<file path="src/rtl/sdf_pkg.sv">
// ----------------------------------------------------------------------------
// sdf_pkg: shared types and constants of the smooth damp follower
// Fixed-point constants, shared-unit request/response types, sequencer
// states and the saturation helpers.
// ----------------------------------------------------------------------------
`default_nettype none

package sdf_pkg;

  localparam int FRAC_BITS  = 16;
  localparam int POS_W      = 32;
  localparam int CFG_DATA_W = 31;
  localparam int CFG_IDX_W  = 2;

  // shared unit step counts
  localparam int MUL_CHUNK  = 16;
  localparam int MUL_STEPS  = 64 / MUL_CHUNK;
  localparam int DIV_STEPS  = 128;
  localparam int SQRT_STEPS = 35;
  localparam int CNT_W      = 8;

  localparam longint ONE_L   = longint'(1) << FRAC_BITS;
  localparam longint STMIN_Q = (ONE_L + 5000) / 10000;
  localparam logic [CFG_DATA_W-1:0] ST_MIN =
      CFG_DATA_W'((STMIN_Q == 0) ? 1 : STMIN_Q);
  localparam logic [63:0] ONE_RAW  = 64'(ONE_L);
  localparam logic [63:0] C48_RAW  = 64'((48 * ONE_L + 50) / 100);
  localparam logic [63:0] C235_RAW = 64'((235 * ONE_L + 500) / 1000);
  localparam logic [60:0] UCAP     = 61'd1 << 60;
  localparam logic [30:0] OMEGA_MAX = 31'h7FFF_FFFF;
  localparam logic [127:0] OMEGA_NUM = 128'd1 << (2 * FRAC_BITS + 1);
  localparam logic [127:0] DEC_NUM   = 128'd1 << (2 * FRAC_BITS);

  typedef enum logic [CFG_IDX_W-1:0] {
    REG_SMOOTH_TIME = 2'd0,
    REG_MAX_SPEED   = 2'd1,
    REG_DELTA_TIME  = 2'd2
  } cfg_idx_t;

  typedef struct packed {
    logic [CFG_DATA_W-1:0] smooth_time;
    logic [CFG_DATA_W-1:0] max_speed;
    logic [CFG_DATA_W-1:0] delta_time;
  } cfg_t;

  typedef enum logic [1:0] {
    OP_MUL  = 2'd0,
    OP_DIV  = 2'd1,
    OP_SQRT = 2'd2
  } alu_op_t;

  typedef struct packed {
    logic          start;
    alu_op_t       op;
    logic [127:0]  a;
    logic [63:0]   b;
  } alu_req_t;

  typedef struct packed {
    logic          done;
    logic [127:0]  res;
  } alu_rsp_t;

  typedef enum logic [4:0] {
    S_IDLE, S_OMEGA, S_X, S_X2, S_X3, S_T48, S_T235, S_DEC, S_MC, S_MCSQ,
    S_SQ, S_CMP, S_MAG, S_LIM_M, S_LIM_D, S_TM1, S_TM2, S_NV1, S_NV2,
    S_OX, S_DOT, S_FIN
  } seq_state_t;

  // product scaled back by FRAC_BITS, capped at the unsigned ceiling
  function automatic logic [60:0] umulq_cap(input logic [127:0] p);
    logic [127:0] q;
    q = p >> FRAC_BITS;
    if (q > {67'd0, UCAP}) return UCAP;
    return q[60:0];
  endfunction

  function automatic logic signed [31:0] sat32(input logic signed [63:0] v);
    if (v > 64'sd2147483647) return 32'sh7FFF_FFFF;
    if (v < -64'sd2147483648) return 32'sh8000_0000;
    return v[31:0];
  endfunction

  function automatic logic [63:0] mag64(input logic signed [63:0] v);
    return v[63] ? 64'(-v) : 64'(v);
  endfunction

endpackage

`default_nettype wire

</file>
<file path="src/rtl/sdf_alu.sv">
// ----------------------------------------------------------------------------
// sdf_alu: shared iterative arithmetic unit
// Multiply 64x64 in 16-bit chunks, restoring divide 128/64 one bit a cycle,
// and integer square root two radicand bits a cycle on one subtractor.
// ----------------------------------------------------------------------------
`default_nettype none

module sdf_alu (
  input  logic              clk,
  input  logic              rst_n,
  input  sdf_pkg::alu_req_t req,
  output sdf_pkg::alu_rsp_t rsp
);
  import sdf_pkg::*;

  logic             busy_r;
  logic             done_r;
  alu_op_t          op_r;
  logic [CNT_W-1:0] cnt_r;
  logic [127:0]     acc_r;
  logic [127:0]     num_r;
  logic [63:0]      d_r;
  logic [63:0]      rem_r;
  logic [34:0]      root_r;

  logic [79:0]      prod_c;
  logic [65:0]      lhs_c;
  logic [65:0]      rhs_c;
  logic [66:0]      diff_c;
  logic             ge_c;

  // multiplier chunk product
  assign prod_c = 80'(d_r) * 80'(num_r[127 -: MUL_CHUNK]);

  // shared trial subtract for divide and square root
  always_comb begin
    if (op_r == OP_SQRT) begin
      lhs_c = {28'd0, rem_r[35:0], num_r[127:126]};
      rhs_c = {29'd0, root_r, 2'b01};
    end else begin
      lhs_c = {1'b0, rem_r, num_r[127]};
      rhs_c = {2'd0, d_r};
    end
    diff_c = {1'b0, lhs_c} - {1'b0, rhs_c};
    ge_c   = !diff_c[66];
  end

  // load and step the unit
  always_ff @(posedge clk) begin
    if (!rst_n) begin
      busy_r <= 1'b0;
      done_r <= 1'b0;
    end else begin
      done_r <= 1'b0;
      if (!busy_r && req.start) begin
        busy_r <= 1'b1;
        op_r   <= req.op;
        rem_r  <= '0;
        root_r <= '0;
        acc_r  <= '0;
        case (req.op)
          OP_DIV: begin
            num_r <= req.a;
            d_r   <= req.b;
            cnt_r <= CNT_W'(DIV_STEPS);
          end
          OP_SQRT: begin
            num_r <= {req.a[69:0], 58'd0};
            d_r   <= req.b;
            cnt_r <= CNT_W'(SQRT_STEPS);
          end
          default: begin
            num_r <= {req.b, 64'd0};
            d_r   <= req.a[63:0];
            cnt_r <= CNT_W'(MUL_STEPS);
          end
        endcase
      end else if (busy_r) begin
        case (op_r)
          OP_DIV: begin
            rem_r <= ge_c ? diff_c[63:0] : lhs_c[63:0];
            num_r <= {num_r[126:0], ge_c};
          end
          OP_SQRT: begin
            rem_r  <= ge_c ? diff_c[63:0] : lhs_c[63:0];
            root_r <= {root_r[33:0], ge_c};
            num_r  <= num_r << 2;
          end
          default: begin
            acc_r <= (acc_r << MUL_CHUNK) + 128'(prod_c);
            num_r <= num_r << MUL_CHUNK;
          end
        endcase
        cnt_r <= cnt_r - CNT_W'(1);
        if (cnt_r == CNT_W'(1)) begin
          busy_r <= 1'b0;
          done_r <= 1'b1;
        end
      end
    end
  end

  // result select
  always_comb begin
    rsp.done = done_r;
    case (op_r)
      OP_DIV:  rsp.res = num_r;
      OP_SQRT: rsp.res = {93'd0, root_r};
      default: rsp.res = acc_r;
    endcase
  end

endmodule

`default_nettype wire

</file>
<file path="config.mk">
export PLATFORM = sky130hd
export DESIGN_NAME = sdf_alu
export DESIGN_NICKNAME = d
export VERILOG_FILES = /design/src/rtl/sdf_pkg.sv /design/src/rtl/sdf_alu.sv
export SDC_FILE = /design/constraint.sdc
export NUM_CORES = 2
export LEC_CHECK = 0
export ABC_AREA = 1
export ABC_CLOCK_PERIOD_IN_PS = 17830
export BUFFER_PORTS_ARGS = -buffer_cell sky130_fd_sc_hd__buf_4
export CAP_MARGIN = 20
export CORE_AREA = 3 3 362 364
export DETAILED_ROUTE_END_ITERATION = 8
export DIE_AREA = 0 0 365 367
export PLACE_DENSITY = 0.71
export SLEW_MARGIN = 20
export SYNTH_ARGS = -nofsm -noshare
export SYNTH_HDL_FRONTEND = slang
export SYNTH_SLANG_ARGS = --single-unit
export TNS_END_PERCENT = 100
</file>
<file path="constraint.sdc">
create_clock -name clk -period 17.83 [get_ports clk]
set_input_delay 3.566 -clock clk [delete_from_list [all_inputs] [get_ports clk]]
set_output_delay 3.566 -clock clk [all_outputs]
set_load 0.005 [all_outputs]
</file>
After elaboration in Yosys (flattened, before gate mapping)
Cells that the tools add are included.
{"block": "classes", "add_sub_neg": 3, "mul": 1, "eq_ne": 6, "n_mux": 22, "n_bitwise": 2, "n_reduce_logical": 14}
{"op": "128-bit one-hot mux with 2 select lines", "n": 3}
{"op": "128-bit two-way mux", "n": 4}
{"op": "64-bit two-way mux", "n": 5}
{"op": "128-bit by 80-bit adder with 128-bit output", "n": 1}
{"op": "64-bit by 16-bit multiplier with 80-bit output", "n": 1}
{"op": "35-bit two-way mux", "n": 2}
{"op": "66-bit by 66-bit subtractor with 67-bit output", "n": 1}
{"op": "65-bit two-way mux", "n": 1}
{"op": "8-bit two-way mux", "n": 2}
{"op": "8-bit one-hot mux with 2 select lines", "n": 1}
{"op": "3-bit AND reduction", "n": 3}
{"op": "8-bit by 1-bit == test with 1-bit output, second input constant", "n": 1}
{"op": "8-bit by 1-bit subtractor with 8-bit output, second input constant", "n": 1}
{"op": "2-bit nonzero test", "n": 3}
{"op": "2-bit by 1-bit == test with 1-bit output, second input constant", "n": 2}
{"op": "2-bit == test, second input constant", "n": 2}
{"op": "1-bit two-way mux", "n": 4}
{"op": "2-bit AND reduction", "n": 2}
{"op": "2-bit OR reduction", "n": 2}
{"op": "3-bit OR reduction", "n": 1}
{"op": "1-bit logical NOT", "n": 2}
{"op": "2-bit by 1-bit inequality test with 1-bit output, second input constant", "n": 1}
{"op": "1-bit NOT", "n": 2}
{"op": "1-bit logical AND", "n": 1}
{"block": "word_totals", "regBits": 431, "inputBits": 197, "out_inout_bits": 129, "word_cells": 57}

Longest topological paths before layout
{"block": "logic_depth", "word_depth": 7, "depth_mapped": 31, "depth_no_buf": 29}

Worst setup path after synthesis
Ideal clock, no wire load.
{"block": "synth_path", "kind": "input -> register", "from": "in rst_n", "to": "reg acc_r[0], enable pin", "setup_time_ns": 0.477, "arrival_ns": 13.159, "required_time_ns": 17.353, "slack_ns": 4.194, "path_stages": 4, "path_buffers": 0, "path_cell_list": "inv_1 -> a21oi_1 -> nand2_1 -> inv_1"}
{"block": "synth_via", "elab_chain_len": 1}
{"item": "from (decl)", "line_no": "sdf_alu.sv:10", "text": "input logic rst_n,"}
{"item": "3-bit AND reduction (no source line)"}
{"item": "to (signal assigned)", "line_no": "sdf_alu.sv:90", "text": "acc_r <= (acc_r << MUL_CHUNK) + 128'(prod_c);"}
{"item": "to (decl)", "line_no": "sdf_alu.sv:20", "text": "logic [127:0] acc_r;"}
Every way passes these cells.
A chain may end at the register's enable or synchronous reset.

==> out/metrics.cfg <==
[run]
drv_cap=0

[min_path]
hold_start=root_r[29]
hold_path.class=reg -> reg
min_to=root_r[30]
whs_path_depth=2

[floorplan]
fp.dieW_um=365
chipHeight_um=367
start_util=0.5402
row_count=131
dieArea_mm2=0.1340
core_mm2=0.1277
num_io_pins=326

[setup_path]
reg2reg_slack_ns=9.71
crit_top_cell=buf_4
crit_type=reg -> out
reg2reg_to=acc_r[72]
end_kind=output pin
arrival_ns=4.96
crit_buf_inv=5
cpLargestDelayFamily=buffers and inverters
cp_data_required_time_ns=14.26
slowest_delay_ns=0.91
r2r_start=num_r[122]
path_cells=inv_1, ha_4, inv_4, buf_4, buf_4, o21ai_0, o21a_1, buf_4
cp_max_fo=96
start_kind=register
crit_path_top_delay_cell=buf_4
reg2reg_depth=25

[synth]
synth_edf_count=429
yosys_most_used_dff=edfxtp_1
ys.warnings.count=0
synth-seq-cells=431
synth_cells=9901
synthTopCellsByArea=fa_1 27%, edfxtp_1 19%, nand2_1 16%
syn_area_mm2=0.06898
async_flop_share=0
synth.avg_cell_area_um2=6.967
synth_seq_area_share=0.1873
synth_top_area_cell=fa_1
synth_top_area_frac=0.2702
ys_types=46
synth_fp_nets=11268

[cts]
cts_root_buffer=clkbuf_16
ctsHtreeMaxLevel=2
tritoncts=done
cts_buffers=58
clockBufferDepth=3
cts.sinks=431
postCtsSetupBuffers=0
ctsResizeCount=0
clk_latency_ns=0.71
hold_buffers=0
path_clk_slew_ns=0.06

[layout]
drive_gt1_frac=0.05724
nNetsFinal=11293
syn2layout_area_growth_pct=8.030
num-fill-cells=12024

[global_route]
first_global_vias=66757
grt_pass1_wl_um=447000
grt_util_met2=0.6457
overflow=0
grt_start_max_net_pins=139
busiest_layer=met2
track_usage=0.4612
grt_util_met1=0.6079
antenna_found_initial=27
gr-usage-met3=0.1379

[drt]
vias=68266
routedWlPerCell_um=26.72
totalWireLength_um=311300
drtIter0Drc=10085
via_per_inst=5.860
dr.pass1.iters=9
drc_errors=3
ant_nets=0

[sta]
min_period_ns=8.524
clock_skew_ns=0.04191
worst_slew_pin_slew_ns=1.241
max_slew_margin=0.1651
fin_crit_sh=0.4781
hold_viol=0
finalSetupViolCount=0
setup-tns-final_ns=0
slew_violations=0
max_freq_ghz=0.1173
rsz0062_at_grt=no

[outcome]
status=finished, violations left
violations=DRC

[placement]
globalplace.congestion=1.107
dp_hpwl_um=245200
placement.io_buffers=325

## cell usage in the layout (no fill, tap or decap), types with 7 or more instances in the layout
cell	n
clkbuf_1	10
nand2_1	3017
or2_2	37
clkbuf_16	58
o21bai_1	16
a21boi_0	43
a221oi_1	10
fa_1	931
ha_1	235
nand3b_1	8
clkinv_2	15
nand3_1	278
diode_2	11
o21ai_0	411
nor4_1	9
xor2_1	30
nand4_1	35
o31ai_1	13
o221ai_1	16
inv_1	2649
nor2_1	599
o21a_1	54
a22oi_1	20
a21oi_1	261
nor3_1	56
clkinv_1	12
o211ai_1	7
a311oi_1	52
o22ai_1	127
edfxtp_1	429
a211oi_1	42
a31oi_1	13
buf_4	408
## metal layers
| layer | part of all wire | wire length (um) |
|---|---|---|
| met5 | 0.00035 | 110 |
| met4 | 0.088 | 27440 |
| met3 | 0.14 | 43100 |
| met2 | 0.40 | 126100 |
| met1 | 0.37 | 114600 |
## worst register-to-register path, stage by stage, from the launching register on
cell and delay, ns:
edfxtp_1 0.78, buf_4 0.85, nand2_1 0.29, fa_1 0.58, inv_1 0.06, fa_1 0.47, fa_1 0.56, fa_1 0.44
fa_1 0.50, inv_1 0.05, fa_1 0.47, inv_1 0.04, ha_1 0.41, nand2_1 0.16, nor2_1 0.21, inv_1 0.13
nor2_1 0.33, nand2_1 0.12, nor3_1 0.67, nand2_1 0.17, nand3_1 0.22, nand2_1 0.08, nand2_1 0.08, nand2_1 0.05
nand2_1 0.06, nor2_1 0.08
## area by class of cell
cell class,instances,area (um^2),share of cell area
clock buffers,68,1489,0.01998
multi-input cells,6363,44450,0.5965
well taps,1662,2079,0.02791
clock inverters,42,415.4,0.005575
inverters,2661,10000,0.1343
repair buffers,411,3131,0.04201
diodes,11,27.53,0.0003694
flip-flops and latches,431,12920,0.1734
## through the flow
stage / std cells / instance area [um^2] / util / hold slack (ns) / worst slack [ns]
global placement: 11526 / 72530 / 0.5680 / 0.5485 / 10.09
floorplan: 9901 / 68980 / - / 0.4841 / 4.194
CTS: 11637 / 74460 / 0.5832 / 0.5534 / 9.499
detailed placement: 11527 / 72560 / 0.5682 / 0.5644 / 10.03
global route: 11638 / 74490 / 0.5834 / 0.5976 / 9.234
finish: 11649 / 74520 / 0.5836 / 0.5486 / 9.306
## worst max-delay path by stage
stage | endpoint | start | cells past startpoint
2_1_floorplan | acc_r[0] | rst_n | 4
6_report | rsp[77] | op_r[0] | 8
4_1_cts | rsp[47] | op_r[0] | 8
3_5_place_dp | acc_r[63] | num_r[122] | 22
5_1_grt | rsp[47] | op_r[0] | 8
3_3_place_gp | acc_r[63] | num_r[122] | 22
## sequential cells by signal, summed over array words and instances (netlist names)
signal and flops:
acc_r 128, cnt_r 8, d_r 64, done_r 1, num_r 128, busy_r 1
rem_r 64, root_r 35, op_r 2
## cells in the mapped netlist, drive strengths merged (42+ instances only)
cell type,n
nand2,3022
inv,2658
fa,931
nor2,606
edfxtp,429
o21ai,415
clkbuf,350
nand3,279
a21oi,265
ha,239
o22ai,127
buf,96
nor3,57
o21a,54
a311oi,52
a21boi,43
a211oi,42
## kinds of logic after synthesis
logic type,synth area share
simple gates,0.2311
buf+inv,0.1696
flops,0.1873
compound gates,0.09409
fa+ha+maj,0.3136
xor+xnor,0.004317
Power is not shown: default switching activity piles up to over one toggle a cycle in this logic, so the estimate is an artifact.
